$ cat config.mk
export PLATFORM = sky130hd
export DESIGN_NAME = averaged_deadband_thermostat
export DESIGN_NICKNAME = d
export VERILOG_FILES = /design/src/adt_pkg.sv /design/src/adt_history.sv /design/src/adt_mean_div.sv /design/src/adt_mode_ctl.sv /design/src/averaged_deadband_thermostat.sv
export SDC_FILE = /design/constraint.sdc
export NUM_CORES = 2
export LEC_CHECK = 0
export CAP_MARGIN = 20
export CORE_MARGIN = 4
export CORE_UTILIZATION = 50
export DETAILED_ROUTE_END_ITERATION = 8
export DONT_BUFFER_PORTS = 1
export PLACE_DENSITY = 0.76
export SLEW_MARGIN = 20
export SYNTH_ARGS = -nofsm -noshare
export SYNTH_HDL_FRONTEND = slang
export SYNTH_SLANG_ARGS = --single-unit
$ cat constraint.sdc
create_clock -name clk_i -period 6.4 [get_ports clk_i]
set_clock_uncertainty 0.05 [all_clocks]
set_input_delay 1.28 -clock clk_i [delete_from_list [all_inputs] [get_ports clk_i]]
set_output_delay 1.28 -clock clk_i [all_outputs]
set_load 0.05 [all_outputs]
$ cat src/adt_pkg.sv
package adt_pkg;

  localparam int SENSOR_COUNT = 4;
  localparam int SENSOR_W = 16;
  localparam int ROW_W = SENSOR_COUNT * SENSOR_W;
  localparam int TOL_W = 15;
  localparam int CFG_IDX_W = 2;
  localparam int HISTORY_DEPTH_DEF = 16;

  // Register indexes of the configuration port.
  localparam logic [CFG_IDX_W-1:0] CFG_TARGET_TEMP = 2'd0;
  localparam logic [CFG_IDX_W-1:0] CFG_BAND_TOLERANCE = 2'd1;

  localparam logic signed [SENSOR_W-1:0] TARGET_TEMP_RST = 16'sd9523;
  localparam logic [TOL_W-1:0] BAND_TOLERANCE_RST = 15'd256;

  typedef enum logic [1:0] {
    MODE_NONE = 2'd0,
    MODE_COOL = 2'd1,
    MODE_HEAT = 2'd2
  } mode_e;

  typedef struct packed {
    logic signed [SENSOR_W-1:0] average_temp;
    mode_e                      control_mode;
    logic                       heater_on;
    logic                       outside_vent_open;
    logic                       inside_vent_open;
    logic                       fans_on;
  } result_t;

endpackage

$ cat src/adt_history.sv
module adt_history
  import adt_pkg::*;
#(
  parameter int DEPTH = HISTORY_DEPTH_DEF,
  localparam int SLOT_W = $clog2(DEPTH)
) (
  input  logic              clk_i,
  input  logic              rst_ni,
  input  logic              rd_en_i,
  input  logic [SLOT_W-1:0] rd_slot_i,
  input  logic              wr_en_i,
  input  logic [SLOT_W-1:0] wr_slot_i,
  input  logic [ROW_W-1:0]  wr_data_i,
  output logic [ROW_W-1:0]  rd_data_o
);

  logic [ROW_W-1:0] mem_q [DEPTH];
  logic [ROW_W-1:0] rd_q;
  logic [DEPTH-1:0] row_valid_q;
  logic             rd_valid_q;

  always_ff @(posedge clk_i) begin
    if (wr_en_i) begin
      mem_q[wr_slot_i] <= wr_data_i;
    end
    if (rd_en_i) begin
      rd_q <= mem_q[rd_slot_i];
    end
  end

  // A row that was never written reads as zero, which is its reset value.
  always_ff @(posedge clk_i or negedge rst_ni) begin
    if (!rst_ni) begin
      row_valid_q <= '0;
      rd_valid_q  <= 1'b0;
    end else begin
      if (wr_en_i) begin
        row_valid_q[wr_slot_i] <= 1'b1;
      end
      if (rd_en_i) begin
        rd_valid_q <= row_valid_q[rd_slot_i];
      end
    end
  end

  assign rd_data_o = rd_valid_q ? rd_q : '0;

endmodule

$ cat src/adt_mean_div.sv
module adt_mean_div
  import adt_pkg::*;
#(
  parameter int DEPTH = HISTORY_DEPTH_DEF,
  localparam int TOT_W = SENSOR_W + $clog2(SENSOR_COUNT * DEPTH)
) (
  input  logic                       clk_i,
  input  logic                       load_u_i,
  input  logic signed [TOT_W-1:0]    total_i,
  input  logic                       load_p_i,
  output logic signed [SENSOR_W-1:0] average_o
);

  localparam int N = SENSOR_COUNT * DEPTH;
  localparam int L = $clog2(N);
  localparam int U_W = TOT_W;
  localparam int S = U_W + L;
  localparam int M_W = U_W + 1;
  localparam int P_W = U_W + M_W;
  localparam logic [U_W-1:0] OFFSET = U_W'(N) << (SENSOR_W - 1);
  localparam logic [M_W-1:0] RECIP =
      M_W'(((64'd1 << S) + 64'(N) - 64'd1) / 64'(N));

  logic [U_W-1:0]      u_q;
  logic [P_W-1:0]      prod_q;
  logic [SENSOR_W-1:0] quot;

  // The total is biased so that it is never negative; the floor quotient
  // of the biased total, less the bias over N, is the floor mean.
  always_ff @(posedge clk_i) begin
    if (load_u_i) begin
      u_q <= $unsigned(total_i) + OFFSET;
    end
    if (load_p_i) begin
      prod_q <= P_W'(u_q) * P_W'(RECIP);
    end
  end

  assign quot = prod_q[S +: SENSOR_W];
  assign average_o = $signed(quot ^ {1'b1, {(SENSOR_W-1){1'b0}}});

endmodule

$ cat src/adt_mode_ctl.sv
module adt_mode_ctl
  import adt_pkg::*;
(
  input  logic                       clk_i,
  input  logic                       rst_ni,
  input  logic                       load_i,
  input  logic signed [SENSOR_W-1:0] average_i,
  input  logic signed [SENSOR_W-1:0] target_i,
  input  logic [TOL_W-1:0]           tolerance_i,
  output result_t                    result_o
);

  mode_e                     mode_q, mode_d;
  logic signed [SENSOR_W:0]  hi_lim, lo_lim, avg_ext;
  result_t                   result_d, result_q;

  assign avg_ext = {average_i[SENSOR_W-1], average_i};
  assign hi_lim  = $signed({target_i[SENSOR_W-1], target_i}) + $signed({2'b00, tolerance_i});
  assign lo_lim  = $signed({target_i[SENSOR_W-1], target_i}) - $signed({2'b00, tolerance_i});

  always_comb begin
    mode_d = mode_q;
    if (avg_ext > hi_lim) begin
      mode_d = MODE_COOL;
    end else if (avg_ext < lo_lim) begin
      mode_d = MODE_HEAT;
    end
  end

  always_comb begin
    result_d.average_temp = average_i;
    result_d.control_mode = mode_d;
    case (mode_d)
      MODE_COOL: begin
        result_d.heater_on         = 1'b0;
        result_d.outside_vent_open = 1'b1;
        result_d.inside_vent_open  = 1'b1;
        result_d.fans_on           = 1'b1;
      end
      MODE_HEAT: begin
        result_d.heater_on         = 1'b1;
        result_d.outside_vent_open = 1'b0;
        result_d.inside_vent_open  = 1'b1;
        result_d.fans_on           = 1'b1;
      end
      default: begin
        result_d.heater_on         = 1'b1;
        result_d.outside_vent_open = 1'b0;
        result_d.inside_vent_open  = 1'b0;
        result_d.fans_on           = 1'b0;
      end
    endcase
  end

  always_ff @(posedge clk_i or negedge rst_ni) begin
    if (!rst_ni) begin
      mode_q <= MODE_NONE;
    end else if (load_i) begin
      mode_q <= mode_d;
    end
  end

  always_ff @(posedge clk_i) begin
    if (load_i) begin
      result_q <= result_d;
    end
  end

  assign result_o = result_q;

endmodule

$ cat src/averaged_deadband_thermostat.sv
// Averaged dead band thermostat.
// Input channel: in_valid_i with in_stall_o carries one word of four sensor
// temperatures in signed Q8.8 degrees C. A word is taken at a clock edge with
// in_valid_i high and in_stall_o low.
// Output channel: out_valid_o with out_stall_i carries one result word per
// input word: the floor mean of all stored readings, the held mode and the
// heater, vent and fan commands. A result is taken with out_valid_o high and
// out_stall_i low, and it holds steady while stalled.
// Configuration: cfg_valid_i with cfg_ready_o writes target_temp (index 0) or
// band_tolerance (index 1); other indexes are dropped. Write only while idle.
// Throughput is one word per cycle while the receiver does not stall. On
// its way from acceptance to out_valid_o a word has its history row read at
// acceptance, then passes the running total update with write back, the
// reciprocal multiply for the division, and the band compare.
// When the receiver stalls, words stay in the pipeline stages and the input
// keeps being taken until every stage is full; then in_stall_o rises.
// Reset clears the pipeline, the running total, the slot pointer and the held
// mode and loads the register defaults. History rows carry valid bits cleared
// by reset, so no clearing pass is needed and the block is ready at once.
module averaged_deadband_thermostat
  import adt_pkg::*;
#(
  parameter int HISTORY_DEPTH = HISTORY_DEPTH_DEF
) (
  input  logic                       clk_i,
  input  logic                       rst_ni,
  input  logic                       in_valid_i,
  output logic                       in_stall_o,
  input  logic signed [SENSOR_W-1:0] sensor_a_temp_i,
  input  logic signed [SENSOR_W-1:0] sensor_b_temp_i,
  input  logic signed [SENSOR_W-1:0] sensor_c_temp_i,
  input  logic signed [SENSOR_W-1:0] sensor_d_temp_i,
  output logic                       out_valid_o,
  input  logic                       out_stall_i,
  output logic signed [SENSOR_W-1:0] average_temp_o,
  output logic [1:0]                 control_mode_o,
  output logic                       heater_on_o,
  output logic                       outside_vent_open_o,
  output logic                       inside_vent_open_o,
  output logic                       fans_on_o,
  input  logic                       cfg_valid_i,
  output logic                       cfg_ready_o,
  input  logic [CFG_IDX_W-1:0]       cfg_index_i,
  input  logic [SENSOR_W-1:0]        cfg_data_i
);

  localparam int SLOT_W = $clog2(HISTORY_DEPTH);
  localparam int TOT_W = SENSOR_W + $clog2(SENSOR_COUNT * HISTORY_DEPTH);
  localparam int SUM_W = SENSOR_W + 2;

  // Configuration registers.
  logic signed [SENSOR_W-1:0] target_q;
  logic [TOL_W-1:0]           tolerance_q;

  // Pipeline occupancy.
  logic s1_valid_q, s2_valid_q, s3_valid_q, out_valid_q;
  logic s1_move, s2_move, s3_move;
  logic s1_free, s2_free, s3_free, out_free;
  logic in_accept;

  // First stage: the new readings wait here for the old row to come back.
  logic [ROW_W-1:0]         s1_row_q;
  logic signed [SUM_W-1:0]  s1_newsum_q;
  logic [SLOT_W-1:0]        s1_slot_q;
  logic [SLOT_W-1:0]        write_slot_q;
  logic signed [TOT_W-1:0]  total_q, total_d;
  logic [ROW_W-1:0]         old_row;
  logic signed [SUM_W-1:0]  new_sum, old_sum;
  logic signed [SENSOR_W-1:0] average;
  result_t                  result;

  assign cfg_ready_o = 1'b1;

  always_ff @(posedge clk_i or negedge rst_ni) begin
    if (!rst_ni) begin
      target_q    <= TARGET_TEMP_RST;
      tolerance_q <= BAND_TOLERANCE_RST;
    end else if (cfg_valid_i) begin
      if (cfg_index_i == CFG_TARGET_TEMP) begin
        target_q <= $signed(cfg_data_i);
      end else if (cfg_index_i == CFG_BAND_TOLERANCE) begin
        tolerance_q <= cfg_data_i[TOL_W-1:0];
      end
    end
  end

  // Each stage advances when the one ahead of it is empty or advancing too.
  assign out_free  = !out_valid_q || !out_stall_i;
  assign s3_move   = s3_valid_q && out_free;
  assign s3_free   = !s3_valid_q || s3_move;
  assign s2_move   = s2_valid_q && s3_free;
  assign s2_free   = !s2_valid_q || s2_move;
  assign s1_move   = s1_valid_q && s2_free;
  assign s1_free   = !s1_valid_q || s1_move;
  assign in_accept = in_valid_i && s1_free;
  assign in_stall_o = !s1_free;

  always_ff @(posedge clk_i or negedge rst_ni) begin
    if (!rst_ni) begin
      s1_valid_q  <= 1'b0;
      s2_valid_q  <= 1'b0;
      s3_valid_q  <= 1'b0;
      out_valid_q <= 1'b0;
    end else begin
      s1_valid_q  <= in_accept || (s1_valid_q && !s1_move);
      s2_valid_q  <= s1_move || (s2_valid_q && !s2_move);
      s3_valid_q  <= s2_move || (s3_valid_q && !s3_move);
      out_valid_q <= s3_move || (out_valid_q && out_stall_i);
    end
  end

  assign new_sum = SUM_W'(sensor_a_temp_i) + SUM_W'(sensor_b_temp_i)
                 + SUM_W'(sensor_c_temp_i) + SUM_W'(sensor_d_temp_i);

  always_ff @(posedge clk_i) begin
    if (in_accept) begin
      s1_row_q    <= {sensor_d_temp_i, sensor_c_temp_i, sensor_b_temp_i, sensor_a_temp_i};
      s1_newsum_q <= new_sum;
      s1_slot_q   <= write_slot_q;
    end
  end

  // The slot pointer moves at acceptance; the total moves when the old row
  // has been read and the new one is written back in its place.
  always_ff @(posedge clk_i or negedge rst_ni) begin
    if (!rst_ni) begin
      write_slot_q <= '0;
      total_q      <= '0;
    end else begin
      if (in_accept) begin
        if (write_slot_q == SLOT_W'(HISTORY_DEPTH - 1)) begin
          write_slot_q <= '0;
        end else begin
          write_slot_q <= write_slot_q + 1'b1;
        end
      end
      if (s1_move) begin
        total_q <= total_d;
      end
    end
  end

  assign old_sum = SUM_W'($signed(old_row[0*SENSOR_W +: SENSOR_W]))
                 + SUM_W'($signed(old_row[1*SENSOR_W +: SENSOR_W]))
                 + SUM_W'($signed(old_row[2*SENSOR_W +: SENSOR_W]))
                 + SUM_W'($signed(old_row[3*SENSOR_W +: SENSOR_W]));
  assign total_d = total_q + TOT_W'(s1_newsum_q) - TOT_W'(old_sum);

  adt_history #(
    .DEPTH (HISTORY_DEPTH)
  ) u_history (
    .clk_i     (clk_i),
    .rst_ni    (rst_ni),
    .rd_en_i   (in_accept),
    .rd_slot_i (write_slot_q),
    .wr_en_i   (s1_move),
    .wr_slot_i (s1_slot_q),
    .wr_data_i (s1_row_q),
    .rd_data_o (old_row)
  );

  adt_mean_div #(
    .DEPTH (HISTORY_DEPTH)
  ) u_mean_div (
    .clk_i     (clk_i),
    .load_u_i  (s1_move),
    .total_i   (total_d),
    .load_p_i  (s2_move),
    .average_o (average)
  );

  adt_mode_ctl u_mode_ctl (
    .clk_i       (clk_i),
    .rst_ni      (rst_ni),
    .load_i      (s3_move),
    .average_i   (average),
    .target_i    (target_q),
    .tolerance_i (tolerance_q),
    .result_o    (result)
  );

  assign out_valid_o         = out_valid_q;
  assign average_temp_o      = result.average_temp;
  assign control_mode_o      = result.control_mode;
  assign heater_on_o         = result.heater_on;
  assign outside_vent_open_o = result.outside_vent_open;
  assign inside_vent_open_o  = result.inside_vent_open;
  assign fans_on_o           = result.fans_on;

endmodule

Yosys cells after proc, flatten, opt, wreduce, memory -nomap -nowiden
Memories as Yosys holds them, arrays and structs flattened. A register that Yosys moved wholly into a read port is not among the register bits. Index checks and enable logic that the tools add are counted.

Equality and inequality tests: 4. Add/sub/neg operators: 12. Mux-type cells: 11. Magnitude comparators: 5. Bitwise gates (word level): 3. Reduce and logical (&&, ||, !) cells: 29.

Operators with widths (number): 64-bit two-way mux (1); 16-bit by 16-bit adder with 17-bit output (3); 17-bit by 16-bit adder with 18-bit output (2); 18-bit by 16-bit adder with 18-bit output (2); 22-bit by 18-bit adder with 22-bit output (1); 22-bit adder, second input constant (1); 22-bit by 18-bit subtractor with 22-bit output (1); 16-bit by 17-bit > comparator with 1-bit output (1); 16-bit by 17-bit less-than comparator with 1-bit output (1); 16-bit by 16-bit subtractor with 17-bit output (1); 16-bit OR (1); 4-bit by 5-bit less-than comparator with 1-bit output, second input constant (2); 1-bit logical AND (9); 1-bit logical NOT (9); 1-bit logical OR (8); 4-bit case mux with 2 select lines (1); 4-bit by 1-bit adder with 4-bit output, second input constant (1); 1-bit binary-select mux with 4-bit select (1); 1-bit demux with 4-bit select (1); 2-bit by 1-bit equality test with 1-bit output, second input constant (2); 4-bit equality test, second input constant (1); 4-bit by 1-bit >= comparator with 1-bit output, second input constant (1); 1-bit two-way mux (4); 2-bit two-way mux (2); other kinds (6) (7).

Register bits after elaboration: 232. Input bits: 87. RAM bits: 1024. Output and inout bits: 25. Memories kept: 1.

Memory list: u_history.mem_q (words 16, width 64, rd ports 1, clocked after memory_dff 1, write ports 1, line adt_history.sv:17) `logic [ROW_W-1:0] mem_q [DEPTH];`.

Depth between registers and ports, before layout
Word-level depth: 10. Depth in mapped cells: 20. Mapped depth without buffers: 20.

Modules after synthesis
Synthesis repeated with hierarchy kept, for this count alone.

Cells, all modules: 2772. Area total of the unflattened synthesis: 55365.6 um^2.

By module, submodules not included: adt_history (sequential area each 33096.7 um^2, area each 41544.8 um^2, cells an instance 1615, times used 1); averaged_deadband_thermostat (sequential area each 4119.0 um^2, area each 9584.2 um^2, cells an instance 751, times used 1); adt_mode_ctl (sequential area each 680.7 um^2, area each 3155.5 um^2, cells an instance 357, times used 1); adt_mean_div (sequential area each 960.9 um^2, area each 1081.0 um^2, cells an instance 49, times used 1).

Worst setup path before layout
Ideal clock, no wire load.

Path type: input to register. Start: in out_stall_i. End: reg u_history.row_valid_q[0]. Required time: 6.258 ns. Stages: 6. Arrival time: 6.893 ns. Setup slack: -0.635 ns. Setup time: 0.092 ns. Buffers on the path: 0. Cell sequence: and3_1 -> nand2_1 -> nand2_1 -> or3_1 -> nor3_1 -> or2_2.

Cells in the longest elaborated chain, start to end: 7.

RTL lines: start, declared (line averaged_deadband_thermostat.sv:34) `input logic out_stall_i,`; 1-bit logical NOT (line averaged_deadband_thermostat.sv:88) `assign out_free = !out_valid_q || !out_stall_i;`; 1-bit logical OR (line averaged_deadband_thermostat.sv:88); 1-bit logical AND (line averaged_deadband_thermostat.sv:89) `assign s3_move = s3_valid_q && out_free;`; 1-bit logical OR (line averaged_deadband_thermostat.sv:90) `assign s3_free = !s3_valid_q || s3_move;`; 1-bit logical AND (line averaged_deadband_thermostat.sv:91) `assign s2_move = s2_valid_q && s3_free;`; 1-bit logical OR (line averaged_deadband_thermostat.sv:92) `assign s2_free = !s2_valid_q || s2_move;`; 1-bit logical AND (line averaged_deadband_thermostat.sv:93) `assign s1_move = s1_valid_q && s2_free;`; end signal, assigned (line adt_history.sv:34) `row_valid_q <= '0;`; end signal, assigned by index (line adt_history.sv:38) `row_valid_q[wr_slot_i] <= 1'b1;`; end, declared (line adt_history.sv:19) `logic [DEPTH-1:0] row_valid_q;`.

No other way between the ends. A chain may end at the register's enable or synchronous reset.

Worst setup path in the final report
Start: reg u_history.rd_valid_q. End: reg total_q[21].

Cells in the longest elaborated chain, start to end: 5.

RTL lines: start, declared (line adt_history.sv:20) `logic rd_valid_q;`; start signal, assigned (line adt_history.sv:41) `rd_valid_q <= row_valid_q[rd_slot_i];`; 64-bit two-way mux * (line adt_history.sv:46) `assign rd_data_o = rd_valid_q ? rd_q : '0;`; 16-bit by 16-bit adder with 17-bit output (line averaged_deadband_thermostat.sv:144) `+ SUM_W'($signed(old_row[1*SENSOR_W +: SENSOR_W]))`; 17-bit by 16-bit adder with 18-bit output (line averaged_deadband_thermostat.sv:145) `+ SUM_W'($signed(old_row[2*SENSOR_W +: SENSOR_W]))`; 18-bit by 16-bit adder with 18-bit output * (line averaged_deadband_thermostat.sv:146) `+ SUM_W'($signed(old_row[3*SENSOR_W +: SENSOR_W]));`; 22-bit by 18-bit subtractor with 22-bit output * (line averaged_deadband_thermostat.sv:147) `assign total_d = total_q + TOT_W'(s1_newsum_q) - TOT_W'(old_sum);`; end signal, assigned (line averaged_deadband_thermostat.sv:138) `total_q <= total_d;`; end, declared (line averaged_deadband_thermostat.sv:66) `logic signed [TOT_W-1:0] total_q, total_d;`.

Every way passes the cells marked *; elsewhere a longest branch is shown, timed or not.

==> out/results.ini <==
[cts]
htreeDepth = 3
hold_buffers = 0
cts_buffer_depth = 3
cts_tree = yes
cts_sinks = 1307
path_clk_slew_ps = 70
post-cts-setup-buffer-count = 0
cts.repair.resized = 0
numCtsBuffers = 121
cts-root-buf = clkbuf_16
clkLatencyLatePin_ps = 720

[floorplan]
die_w_um = 339
num_rows = 121
die_y_um = 339
io_pins = 112
core_um2 = 109000
dieArea_um2 = 115000
start_util = 0.504

[route]
ant_nets = 0
drc_errors = 0
wirelength_um = 130000
vias_per_cell = 6.20
drt-wirelength-per-cell_um = 29.9
drtIter0Drc = 3141
dr_total_vias = 27000
dr.pass1.iters = 6

[worst_setup_path]
crit_top_cell = fa_1
rrSetupSlack_ps = 1300
startpoint = u_history.rd_valid_q
path_class = flop to flop
crit_family = adder cells
crit_path_start_kind = flop
cp_max_fo = 54
reg2reg_from = u_history.rd_valid_q
critPathSlowestCell = dfrtp_2
crit_buf_inv = 3
crit_path_max_incr_delay_ps = 920
crit_required_ps = 6950
cp-end-kind = flop
endpoint = total_q[21]
rr_worst_depth = 15
cp_data_arrival_time_ps = 5650
path_cells = buf_4 > nand2_1 > fa_1 > fa_1 > inv_1 > fa_1 > inv_1 > ha_1 > nand2_1 > nor3_1 > o211ai_4 > a31oi_4 > a22oi_1 > nor4_1 > a211o_1
worst-path-stages = 15
r2r_end = total_q[21]

[synthesis]
yosys_warnings = 0
ys_ff_latch = 1307
synth_area_per_cell_um2 = 19.8
synth_nets = 3073
synthFlopType = edfxtp_1
synthDistinctLibCells = 68
synth_edf_count = 1227
ys_seq_area_frac = 0.708
synth_area_um2 = 54800
synthesis.instances = 2766
async_reset_ff_frac = 0.0612

[sta]
max_freq_ghz = 0.196
slew_headroom = 0.229
slew_viol_final = 0
rsz0062_at_grt = no
whs_ps = 220
fin_crit_ps = 5100
finalSetupViolations = 0
min_period_over_period = 0.796
tns_ps = 0
finalHoldViolCount = 0
tightest_slew_ps = 1150

[global_routing]
globalRoute.totalOverflow = 0
antenna_found_initial = 10
grt_pass1_vias = 27600
grt_max_degree = 115
grt_pass1_wl_um = 192000
grt_util_all_layers = 0.228

[layout]
fillers = 7795
final_layout_size_suffix_gt1_frac = 0.221
mostFrequentLayoutCell = edfxtp_1
area_growth_pct = 10.8
nNetsFinal = 3132
final_cell_mix = edfxtp_1, mux4_2, inv_1, nand2_1, clkbuf_16

[outcome]
outcome = complete, no violations

[placed_design]
portBuffers = 0
gp_congestion = 0.907
dp_hpwl_um = 76700

[min_path]
hold_path_class = input port to async pin

[run]
max_cap_viol_count = 0

[registers in the layout, indices dropped and copies added (netlist names), 2 cells and up]
signal / count
u_mode_ctl.result_o: 21
s1_newsum_q: 18
s1_slot_q: 4
u_history.rd_q: 64
u_history.mem_q: 1024
write_slot_q: 4
u_mean_div.u_q: 16
s1_row_q: 64
u_mode_ctl.mode_q: 2
u_history.row_valid_q: 16
tolerance_q: 15
total_q: 22
u_mean_div.prod_q: 16
target_q: 16
[area by class of cell]
cell class                      count  area (um^2)  area share
Sequential cell                  1307        38900       0.640
Multi-Input combinational cell   1200        15100       0.249
Clock buffer                      146         3180      0.0524
Tap cell                         1414         1770      0.0291
Clock inverter                     77          736      0.0121
Inverter                          148          556     0.00914
Timing Repair Buffer               47          498     0.00820
Antenna cell                       14         35.0    0.000577
[worst min path at each step]
| stage | cells after the start | endpoint | start | slack, ps |
|---|---|---|---|---|
| 6_report | 0 | total_q[11] | rst_ni | 220 |
| 5_1_grt | 0 | total_q[20] | rst_ni | 170 |
| 4_1_cts | 0 | u_history.rd_valid_q | rst_ni | 160 |
| 3_5_place_dp | 0 | u_mean_div.prod_q[40] | u_mean_div.u_q[18] | 350 |
| 3_3_place_gp | 0 | u_mean_div.prod_q[31] | u_mean_div.u_q[9] | 360 |
| 2_1_floorplan | 0 | u_mean_div.prod_q[28] | u_mean_div.u_q[6] | 350 |
[cell usage after synthesis, types with 21 or more instances]
master,number,share of area
nor2_1,62,0.0042
mux4_2,325,0.13
buf_2,30,0.0027
nand2_1,122,0.0083
xnor2_1,30,0.0048
ha_1,107,0.024
edfxtp_1,1227,0.67
and2_1,21,0.0024
inv_1,147,0.010
a21o_1,31,0.0042
dfrtp_1,72,0.033
o21ai_0,46,0.0042
a21oi_1,57,0.0052
mux2_2,39,0.0080
nand3_1,21,0.0019
clkbuf_1,62,0.0042
fa_1,113,0.041
[kinds of logic (layout without fill, tap and decap cells)]
kind of cell / after synthesis / after routing / synth area share
buffers and inverters: 259 / 418 / 0.0190
adders and majority gates: 220 / 220 / 0.0657
AOI/OAI and AO/OA: 232 / 232 / 0.0280
xor gates and xnor gates: 47 / 47 / 0.00750
muxes: 369 / 369 / 0.142
DFF: 1307 / 1307 / 0.708
other: 1 / 15 / 0.0000684
and+or+nand+nor: 331 / 331 / 0.0289
[through the flow]
| step | setup slack [ps] | cells | area [um^2] | util |
|---|---|---|---|---|
| finish | 1300 | 4353 | 60800 | 0.558 |
| global route | 1020 | 4344 | 60700 | 0.558 |
| global placement | 1500 | 4114 | 56700 | 0.521 |
| CTS | 1340 | 4338 | 60700 | 0.558 |
| detailed placement | 1350 | 4115 | 56800 | 0.522 |
| floorplan | 1120 | 2766 | 54900 | - |
[metal layers]
metal | vias to the layer above | share of wire | track usage
li1 | 11100 | - | -
met1 | 14200 | 0.38 | 0.314
met2 | 1418 | 0.50 | 0.371
met3 | 196 | 0.097 | 0.0525
met4 | 4 | 0.026 | 0.0632
met5 | - | 0.00026 | 0
Power is left out: the tool's default activity adds up to more than one toggle a clock period on the data nets, which glitch-free logic cannot reach.
